### src/hw/rtl/ttl_pkg.sv
`timescale 1ns / 1ps
// ----------------------------------------------------------------------------
// ttl_pkg
// Shared types and constants for the thermal throttle level controller.
// ----------------------------------------------------------------------------
package ttl_pkg;

	localparam int TEMP_W  = 8;
	localparam int BAND_W  = 16;
	localparam int CAP_W   = 22;
	localparam int LEVEL_W = 2;
	localparam int POLL_W  = 2;

	localparam int APB_AW  = 5;
	localparam int APB_DW  = 32;
	localparam int REG_IDX_W = 3;

	// Register indexes (byte address = 4 * index)
	typedef enum logic [REG_IDX_W-1:0] {
		REG_TRIP_TEMP     = 3'd0,
		REG_LOW_BAND      = 3'd1,
		REG_MID_BAND      = 3'd2,
		REG_MAX_BAND      = 3'd3,
		REG_LOW_CAP       = 3'd4,
		REG_MID_CAP       = 3'd5,
		REG_TOP_CAP       = 3'd6,
		REG_FALLBACK_CAP  = 3'd7
	} reg_idx_t;

	localparam logic [LEVEL_W-1:0] LVL_NONE = 2'd0;
	localparam logic [LEVEL_W-1:0] LVL_LOW  = 2'd1;
	localparam logic [LEVEL_W-1:0] LVL_MID  = 2'd2;
	localparam logic [LEVEL_W-1:0] LVL_MAX  = 2'd3;

	localparam logic [POLL_W-1:0] POLL_NORMAL = 2'd0;
	localparam logic [POLL_W-1:0] POLL_LOW    = 2'd1;
	localparam logic [POLL_W-1:0] POLL_HIGH   = 2'd2;

	localparam logic [TEMP_W-1:0] TRIP_TEMP_RST     = 8'hFF;
	localparam logic [CAP_W-1:0]  FALLBACK_CAP_RST  = 22'h3FFFFF;

	typedef struct packed {
		logic [TEMP_W-1:0] temperature;
		logic              sensor_error;
		logic [CAP_W-1:0]  current_limit;
	} sample_t;

	typedef struct packed {
		logic               apply_cap;
		logic [CAP_W-1:0]   cap_value;
		logic [LEVEL_W-1:0] throttle_level;
		logic               shutdown;
		logic [POLL_W-1:0]  poll_class;
	} result_t;

	typedef struct packed {
		logic [TEMP_W-1:0] trip_temp;
		logic [BAND_W-1:0] low_band;
		logic [BAND_W-1:0] mid_band;
		logic [BAND_W-1:0] max_band;
		logic [CAP_W-1:0]  low_cap;
		logic [CAP_W-1:0]  mid_cap;
		logic [CAP_W-1:0]  top_cap;
		logic [CAP_W-1:0]  fallback_cap;
	} cfg_t;

	typedef struct packed {
		logic [LEVEL_W-1:0] level;
		logic [CAP_W-1:0]   saved_limit;
	} state_t;

endpackage

### src/hw/rtl/ttl_rules.sv
`timescale 1ns / 1ps
// ----------------------------------------------------------------------------
// ttl_rules
// Hysteresis rule evaluation: new level, cap and status for one sample.
// ----------------------------------------------------------------------------
module ttl_rules (
	input  ttl_pkg::cfg_t    cfg,
	input  ttl_pkg::state_t  cur_state,
	input  ttl_pkg::sample_t sample,
	output ttl_pkg::state_t  next_state,
	output ttl_pkg::result_t result
);

	logic [ttl_pkg::TEMP_W-1:0] t;
	logic [ttl_pkg::TEMP_W-1:0] low_h, low_l, mid_h, mid_l, max_h, max_l;
	logic [ttl_pkg::LEVEL_W-1:0] lvl, lvl_next;
	logic [ttl_pkg::CAP_W-1:0] cap;
	logic [ttl_pkg::CAP_W-1:0] restore_cap;
	logic apply;

	assign t     = sample.temperature;
	assign lvl   = cur_state.level;
	assign low_h = cfg.low_band[15:8];
	assign low_l = cfg.low_band[7:0];
	assign mid_h = cfg.mid_band[15:8];
	assign mid_l = cfg.mid_band[7:0];
	assign max_h = cfg.max_band[15:8];
	assign max_l = cfg.max_band[7:0];

	// saved limit is only consulted when already throttled; holds the pre-throttle limit
	assign restore_cap = (cur_state.saved_limit != '0) ? cur_state.saved_limit
		: cfg.fallback_cap;

	always_comb begin
		apply    = 1'b0;
		cap      = '0;
		lvl_next = lvl;
		priority if (t >= low_h && t < mid_h && lvl == ttl_pkg::LVL_NONE) begin
			apply = 1'b1; cap = cfg.low_cap; lvl_next = ttl_pkg::LVL_LOW;
		end else if (t < low_l && lvl != ttl_pkg::LVL_NONE) begin
			apply = 1'b1; cap = restore_cap; lvl_next = ttl_pkg::LVL_NONE;
		end else if (t >= mid_h && t < max_h &&
				(lvl == ttl_pkg::LVL_NONE || lvl == ttl_pkg::LVL_LOW)) begin
			apply = 1'b1; cap = cfg.mid_cap; lvl_next = ttl_pkg::LVL_MID;
		end else if (t < mid_l && (lvl == ttl_pkg::LVL_MID || lvl == ttl_pkg::LVL_MAX)) begin
			apply = 1'b1; cap = cfg.low_cap; lvl_next = ttl_pkg::LVL_LOW;
		end else if (t >= max_h) begin
			apply = 1'b1; cap = cfg.top_cap; lvl_next = ttl_pkg::LVL_MAX;
		end else if (t < max_l && lvl == ttl_pkg::LVL_MAX) begin
			apply = 1'b1; cap = cfg.mid_cap; lvl_next = ttl_pkg::LVL_MID;
		end else begin
			apply = 1'b0;
		end
	end

	always_comb begin
		if (sample.sensor_error) begin
			next_state            = cur_state;
			result.apply_cap      = 1'b0;
			result.cap_value      = '0;
			result.throttle_level = lvl;
			result.shutdown       = 1'b0;
			result.poll_class     = ttl_pkg::POLL_HIGH;
		end else begin
			next_state.level       = lvl_next;
			next_state.saved_limit = (lvl == ttl_pkg::LVL_NONE) ? sample.current_limit
				: cur_state.saved_limit;
			result.apply_cap      = apply;
			result.cap_value      = cap;
			result.throttle_level = lvl_next;
			result.shutdown       = (t >= cfg.trip_temp);
			unique case (lvl_next)
				ttl_pkg::LVL_NONE: result.poll_class = ttl_pkg::POLL_NORMAL;
				ttl_pkg::LVL_LOW:  result.poll_class = ttl_pkg::POLL_LOW;
				default:           result.poll_class = ttl_pkg::POLL_HIGH;
			endcase
		end
	end

endmodule

### src/hw/rtl/thermal_throttle_levels.sv
`timescale 1ns / 1ps
// ----------------------------------------------------------------------------
// thermal_throttle_levels
// Thermal throttle level controller: per-sample hysteresis over three
// temperature bands, frequency cap selection and shutdown flag.
//
//   channel | signals                        | carries
//   --------+--------------------------------+-------------------------------
//   in      | in_valid, in_ready, in_data    | sample request (ttl_pkg::sample_t)
//   out     | out_valid, out_ready, out_data | result (ttl_pkg::result_t)
//   apb     | psel .. pready                 | register write / read
//
// One sample per cycle sustained while the output is not stalled; samples pass
// through the input register, then rule logic into the result register.
// Level and saved limit update in the cycle the result register loads.
// A stalled output holds its result; the input register still takes one more
// request, after which in_ready drops until the output drains.
// Reset clears level, saved limit and registers to their reset values.
// ----------------------------------------------------------------------------
module thermal_throttle_levels (
	input  logic                          clk,
	input  logic                          arst_n,
	input  logic                          in_valid,
	output logic                          in_ready,
	input  ttl_pkg::sample_t              in_data,
	output logic                          out_valid,
	input  logic                          out_ready,
	output ttl_pkg::result_t              out_data,
	input  logic                          psel,
	input  logic                          penable,
	input  logic                          pwrite,
	input  logic [ttl_pkg::APB_AW-1:0]    paddr,
	input  logic [ttl_pkg::APB_DW-1:0]    pwdata,
	output logic [ttl_pkg::APB_DW-1:0]    prdata,
	output logic                          pready
);

	ttl_pkg::cfg_t    cfg_q;
	ttl_pkg::state_t  state_q;
	ttl_pkg::state_t  state_next;
	ttl_pkg::sample_t sample_s1;
	ttl_pkg::result_t result_next;
	ttl_pkg::result_t result_q;
	ttl_pkg::reg_idx_t reg_idx;
	logic valid_s1;
	logic out_valid_q;
	logic advance;
	logic wr_en;

	// ---------------- register port ----------------
	assign pready  = 1'b1;
	assign reg_idx = ttl_pkg::reg_idx_t'(paddr[ttl_pkg::APB_AW-1:2]);
	assign wr_en   = psel & penable & pwrite & pready;

	always_ff @(posedge clk or negedge arst_n) begin
		if (!arst_n) begin
			cfg_q.trip_temp     <= ttl_pkg::TRIP_TEMP_RST;
			cfg_q.low_band      <= '0;
			cfg_q.mid_band      <= '0;
			cfg_q.max_band      <= '0;
			cfg_q.low_cap       <= '0;
			cfg_q.mid_cap       <= '0;
			cfg_q.top_cap       <= '0;
			cfg_q.fallback_cap  <= ttl_pkg::FALLBACK_CAP_RST;
		end else if (wr_en) begin
			unique case (reg_idx)
				ttl_pkg::REG_TRIP_TEMP:     cfg_q.trip_temp     <= pwdata[ttl_pkg::TEMP_W-1:0];
				ttl_pkg::REG_LOW_BAND:      cfg_q.low_band      <= pwdata[ttl_pkg::BAND_W-1:0];
				ttl_pkg::REG_MID_BAND:      cfg_q.mid_band      <= pwdata[ttl_pkg::BAND_W-1:0];
				ttl_pkg::REG_MAX_BAND:      cfg_q.max_band      <= pwdata[ttl_pkg::BAND_W-1:0];
				ttl_pkg::REG_LOW_CAP:       cfg_q.low_cap       <= pwdata[ttl_pkg::CAP_W-1:0];
				ttl_pkg::REG_MID_CAP:       cfg_q.mid_cap       <= pwdata[ttl_pkg::CAP_W-1:0];
				ttl_pkg::REG_TOP_CAP:       cfg_q.top_cap       <= pwdata[ttl_pkg::CAP_W-1:0];
				ttl_pkg::REG_FALLBACK_CAP:  cfg_q.fallback_cap  <= pwdata[ttl_pkg::CAP_W-1:0];
				default: ;
			endcase
		end
	end

	always_comb begin
		prdata = '0;
		unique case (reg_idx)
			ttl_pkg::REG_TRIP_TEMP:     prdata[ttl_pkg::TEMP_W-1:0] = cfg_q.trip_temp;
			ttl_pkg::REG_LOW_BAND:      prdata[ttl_pkg::BAND_W-1:0] = cfg_q.low_band;
			ttl_pkg::REG_MID_BAND:      prdata[ttl_pkg::BAND_W-1:0] = cfg_q.mid_band;
			ttl_pkg::REG_MAX_BAND:      prdata[ttl_pkg::BAND_W-1:0] = cfg_q.max_band;
			ttl_pkg::REG_LOW_CAP:       prdata[ttl_pkg::CAP_W-1:0]  = cfg_q.low_cap;
			ttl_pkg::REG_MID_CAP:       prdata[ttl_pkg::CAP_W-1:0]  = cfg_q.mid_cap;
			ttl_pkg::REG_TOP_CAP:       prdata[ttl_pkg::CAP_W-1:0]  = cfg_q.top_cap;
			ttl_pkg::REG_FALLBACK_CAP:  prdata[ttl_pkg::CAP_W-1:0]  = cfg_q.fallback_cap;
			default: prdata = '0;
		endcase
	end

	// ---------------- datapath ----------------
	// stage 1 moves into the result register when that register is free or draining
	assign advance  = valid_s1 & (~out_valid_q | out_ready);
	assign in_ready = ~valid_s1 | advance;

	always_ff @(posedge clk or negedge arst_n) begin
		if (!arst_n) begin
			valid_s1 <= 1'b0;
		end else if (in_ready) begin
			valid_s1 <= in_valid;
		end
	end

	always_ff @(posedge clk) begin
		if (in_valid && in_ready) begin
			sample_s1 <= in_data;
		end
	end

	ttl_rules u_rules (
		.cfg        (cfg_q),
		.cur_state  (state_q),
		.sample     (sample_s1),
		.next_state (state_next),
		.result     (result_next)
	);

	always_ff @(posedge clk or negedge arst_n) begin
		if (!arst_n) begin
			state_q.level       <= ttl_pkg::LVL_NONE;
			state_q.saved_limit <= '0;
			out_valid_q         <= 1'b0;
		end else begin
			if (advance) begin
				state_q     <= state_next;
				out_valid_q <= 1'b1;
			end else if (out_ready) begin
				out_valid_q <= 1'b0;
			end
		end
	end

	always_ff @(posedge clk) begin
		if (advance) begin
			result_q <= result_next;
		end
	end

	assign out_valid = out_valid_q;
	assign out_data  = result_q;

	// ---------------- assertions ----------------
	a_err_keeps_level: assert property (@(posedge clk) disable iff (!arst_n)
		(advance && sample_s1.sensor_error) |=> (state_q == $past(state_q)))
		else $error("sensor error request changed state");

	a_cap_zero_idle: assert property (@(posedge clk) disable iff (!arst_n)
		(out_valid_q && !result_q.apply_cap) |-> (result_q.cap_value == '0))
		else $error("cap_value nonzero without apply_cap");

	a_level_tracks: assert property (@(posedge clk) disable iff (!arst_n)
		out_valid_q |-> (result_q.throttle_level == state_q.level))
		else $error("reported level differs from stored level");

	a_poll_range: assert property (@(posedge clk) disable iff (!arst_n)
		out_valid_q |-> (result_q.poll_class == ttl_pkg::POLL_NORMAL ||
			result_q.poll_class == ttl_pkg::POLL_LOW ||
			result_q.poll_class == ttl_pkg::POLL_HIGH))
		else $error("poll_class out of range");

	a_no_loss: assert property (@(posedge clk) disable iff (!arst_n)
		(out_valid_q && !out_ready) |=> (out_valid_q && $stable(result_q) &&
			$stable(state_q)))
		else $error("stalled result overwritten");

endmodule
### config.mk
export PLATFORM = sky130hd
export DESIGN_NAME = thermal_throttle_levels
export DESIGN_NICKNAME = d
export VERILOG_FILES = /design/src/hw/rtl/ttl_pkg.sv /design/src/hw/rtl/ttl_rules.sv /design/src/hw/rtl/thermal_throttle_levels.sv
export SDC_FILE = /design/constraint.sdc
export NUM_CORES = 1
export LEC_CHECK = 0
export BUFFER_PORTS_ARGS = -buffer_cell sky130_fd_sc_hd__buf_2
export CORE_MARGIN = 5
export CORE_UTILIZATION = 40
export CTS_BUF_LIST = sky130_fd_sc_hd__clkbuf_4 sky130_fd_sc_hd__clkbuf_8
export DETAILED_ROUTE_END_ITERATION = 16
export HOLD_SLACK_MARGIN = 0.06
export PLACE_DENSITY = 0.56
export SLEW_MARGIN = 40
export SYNTH_ARGS = -nofsm -noshare
export SYNTH_HDL_FRONTEND = slang
export SYNTH_SLANG_ARGS = --single-unit
### constraint.sdc
create_clock -name clk -period 3.75 [get_ports clk]
set_input_delay 0.75 -clock clk [delete_from_list [all_inputs] [get_ports clk]]
set_output_delay 0.75 -clock clk [all_outputs]
set_load 0.01 [all_outputs]
* Yosys cells after proc, flatten, opt, wreduce, memory -nomap -nowiden
Index checks and enable logic that the tools add are counted.
Operators by class: magnitude comparators 9, eq/ne operators 11, muxes and demuxes 26, bitwise logic cells 8, reduce and logical (&&, ||, !) cells 26
Operator list (count):
- two-way mux 22 bit | 7
- one-hot mux 8 bit (8 select lines) | 1
- one-hot mux 8 bit (7 select lines) | 1
- < comparator 8 bit | 5
- greater-or-equal comparator 8 bit | 4
- one-hot mux 6 bit (4 select lines) | 1
- nonzero test 22 bit | 1
- AND reduction 2 bit | 9
- == test 3 bit, second input constant | 4
- two-way mux 2 bit | 6
- logical AND 1 bit | 8
- two-way mux 1 bit | 8
- == test 3 x 2 -> 1 bit, second input constant | 2
- two-way mux 5 bit | 1
- == test 2 x 1 -> 1 bit, second input constant | 2
- == test 2 bit, second input constant | 2
- zero test 2 bit | 2
- one-hot mux 2 bit (2 select lines) | 1
- nonzero test 2 bit | 2
- bitwise AND 1 bit | 3
- == test 3 x 1 -> 1 bit, second input constant | 1
- zero test 3 bit | 1
- inverter 1 bit | 3
- AND reduction 3 bit | 1
- other kinds (2) | 4
Storage, ports and cells: register bits 229, input bits 75

* Longest topological paths before layout
depth after elaboration 11, depth in mapped cells 11, mapped depth without buffers 9

* Hierarchy
Synthesis repeated with hierarchy kept, for this count alone.
Second synthesis, totals: cells, all modules 992, area total of the unflattened synthesis 12484.5 sq um
Modules (own cells, without submodules):
- thermal_throttle_levels | instances 1, cells each 586, area an instance 9489.1 sq um, seq. area each 6063.3 sq um
- ttl_rules | instances 1, cells each 406, area an instance 2995.4 sq um, seq. area each 0.0 sq um

* Least setup slack after synthesis
No wires, ideal clock.
path type in2out, from input port paddr[3] in the netlist's numbering, to output port prdata[11] in the netlist's numbering, arrival 2320 ps, data required time 3000 ps, path slack 680 ps, stages 5, buffers on the path 3, cells stage by stage clkbuf_1 buf_1 buf_2 mux2i_1 o311ai_0
Between the ends: cells in the longest elaborated chain, start to end 2
RTL lines:
- from (decl) | line thermal_throttle_levels.sv:32 | input logic [ttl_pkg::APB_AW-1:0] paddr,
- == test 3 bit (tied with other cells) | line thermal_throttle_levels.sv:82 | unique case (reg_idx)
- one-hot mux 8 bit (7 select lines) * | line thermal_throttle_levels.sv:82
- to (decl) | line thermal_throttle_levels.sv:34 | output logic [ttl_pkg::APB_DW-1:0] prdata,
Mark *: on every way between the ends. The rest lies on a longest branch, timed or not.

* Final worst setup path
from input port paddr[3] in the netlist's numbering, to output port prdata[3] in the netlist's numbering
Between the ends: cells in the longest elaborated chain, start to end 2
RTL lines (line):
- == test 3 bit (tied with other cells) | thermal_throttle_levels.sv:82
- one-hot mux 8 bit (8 select lines) * | thermal_throttle_levels.sv:82
Marks and branches as above.

==> key figures <==
Outcome
  – Status: finished, final reports clean

Timing
  – Setup violators final: 0
  – Least-Margin Pin Slew: 0.766 ns
  – Slew HR: 0.487
  – Peak Freq: 0.289 GHz
  – Fin. Hold Viols: 0
  – Hold_ws: 0.209 ns
  – Part of the cycle the worst path needs: 0.921
  – Fin worst setup slack: 0.295 ns
  – Clk_skew: 0.0223 ns
  – RSZ-0062 raised after global routing: false
  – Final slew viol count: 0
  – Setup_tns: 0 ns
  – Min Tclk post-route: 3.46 ns

Logic synthesis
  – Most used DFF post-synth: dfrtp_1
  – Synthesized area: 11800 sq um
  – Async S/R FF share, synth: 0.742
  – Number of flops mapped to enable cells by yosys: 59
  – Share of the synthesized area in the top cell type: 0.297
  – Number of synthesized register bits: 229
  – Post-synth top cells: dfrtp_1 (140), mux2_2 (129), nand2_1 (88)
  – Synth cell types: 57
  – Most common cell in the synthesized netlist: dfrtp_1
  – Synthesis warning total: 0
  – Top post-synthesis cells by area: dfrtp_1 (30%), edfxtp_1 (15%), mux2_2 (12%), dfstp_2 (6.7%), ha_1 (5.6%)
  – Synth area leader: dfrtp_1
  – Post-Synthesis Cells: 1014
  – Sequential-to-total area share from yosys stat: 0.515
  – Mean Syn Cell Area: 11.6 sq um

Placed design
  – Gpl congestion: 0.842
  – Dpl ws: 0.342 ns
  – Post-DP HPWL: 24.4 mm
  – PortBufs: 114
  – Placed Instances: 1500
  – Placed inst area: 13000 sq um

Worst setup path
  – Startpoint types: input port
  – Crit Path Max Fanout: 14
  – Crit path DAT: 2.71 ns
  – Crit Path Category: in -> out
  – CP required: 3.00 ns
  – Element type at the critical path end: output port

Finish
  – Post-layout util: 0.480
  – Layout area overhead: 17.6%
  – Final net count: 1289
  – Design Area, Final: 13900 sq um
  – Layout cells sized above 1: 0.350
  – Antenna cells: 0
  – Fin cells: 1579

Clocking
  – Post-CTS Hold Buffers: 0
  – Total CTS buffers: 43
  – Post-CTS sizing: 0
  – CTS root buffer: clkbuf_8
  – Postcts setup bufs: 0
  – Clock Tree Buf Depth: 3
  – CTS tree: built
  – Clk_lat worst skew: 0.55 ns
  – Clock transition at path regs: 0.06 ns
  – CTS H-tree depth: 2
  – CTS sink cnt: 229

Detailed routing
  – Final WL: 35.3 mm
  – Detail Route Antenna Nets: 0
  – DRC Markers: 0
  – Iter 0 DRT Violations: 637
  – Via Count: 8709
  – Vias per std cell: 5.52
  – Drt wl/cell: 22.3 um
  – DRT Pass-1 Iters: 5

Flow run
  – Maxcap violations: 0

Global route
  – Global-route usage over all layers: 0.214
  – Largest net degree at the start of global routing: 68
  – First-pass GRT wire length: 54.9 mm
  – Vias in the first global route: 9054
  – Initial antenna violation count: 1
  – GRT Residual Overflow: 0

Pwr
  – Leakage: 6.32 nW
  – Overall Power: 8.53 mW
  – Peak supply drop: 0.000254 V
  – Pwr Density: 616 nW/um^2

Die
  – Die ar.: 33000 sq um
  – Initial core utilization: 0.408
  – Number of placement rows: 62
  – Die Y: 182 um
  – Io pins: 138
  – Die width: 182 um
  – Core ar.: 28900 sq um

Min path
  – Hold WC Path Type: in -> async
## final timing paths
path                                     from             to  cells after the start  slack, ns
worst max-delay path                 paddr[3]      prdata[3]                      7       0.29
worst min-delay path                   arst_n       valid_s1                      1       0.21
worst max register to register  sample_s1[26]   out_data[20]                      7       0.29
worst min register to register  sample_s1[12]    state_q[12]                      1       0.47
max in group asynchronous              arst_n      cfg_q[11]                      2       2.72
min in group clk                  in_data[21]  sample_s1[21]                      1       0.37
## placed cells by master (no fill, tap or decap), types with 11 or more instances in the layout
cell      count
edfxtp_1     59
mux2_2      129
mux4_2       17
inv_1        55
buf_2       113
dfstp_2      30
a21o_1       40
dfrtp_1     140
clkbuf_4     23
ha_1         53
buf_4        39
mux2i_1      11
nor2_1       45
o21ai_0      65
conb_1       11
a21oi_1      37
nand2_1      88
nand3_1      17
clkbuf_8     44
a211o_1      12
o22ai_1      16
a22oi_1      33
## routing by layer
metal / global-route usage / part of all wire
met4: 0.0624 / 0.027
met3: 0.0414 / 0.059
met2: 0.339 / 0.46
met5: 0 / 0.00037
met1: 0.300 / 0.45
## critical path, stage by stage
cell,delay (ns)
buf_2,0.39
inv_1,0.30
nand2_1,0.37
o22ai_1,0.15
o32a_1,0.36
o22a_1,0.22
buf_2,0.15
## state kept, by name (all words and copies together), names as in the netlist
name,cells
out_valid,1
out_data,28
valid_s1,1
cfg_q,144
state_q,24
sample_s1,31
## final cells by class
| class | instances | area (sq um) |
|---|---|---|
| clock inverter | 12 | 87.6 |
| tap | 384 | 480 |
| multi-input combinational | 675 | 5290 |
| fill | 2725 | 15000 |
| clock buffer | 67 | 778 |
| inverter | 55 | 206 |
| timing repair buffer | 157 | 950 |
| sequential | 229 | 6060 |
## report_power, final
part | internal [mW] | switching [mW]
combinational | 1.08 | 1.32
clock | 1.39 | 1.08
sequential | 3.20 | 0.456
## cell families (layout without fill, tap and decap cells)
logic type,Yosys count,count (layout),share of synthesized area
AND/OR/NAND/NOR,208,208,0.0817
other,2,11,0.000637
multiplexers,157,157,0.165
adder cells (fa/ha/maj),53,53,0.0563
AO/OA/AOI/OAI,246,246,0.137
buffers and inverters,119,291,0.0443
flip-flops,229,229,0.515
No activity file was read; power rests on OpenSTA's default activity.
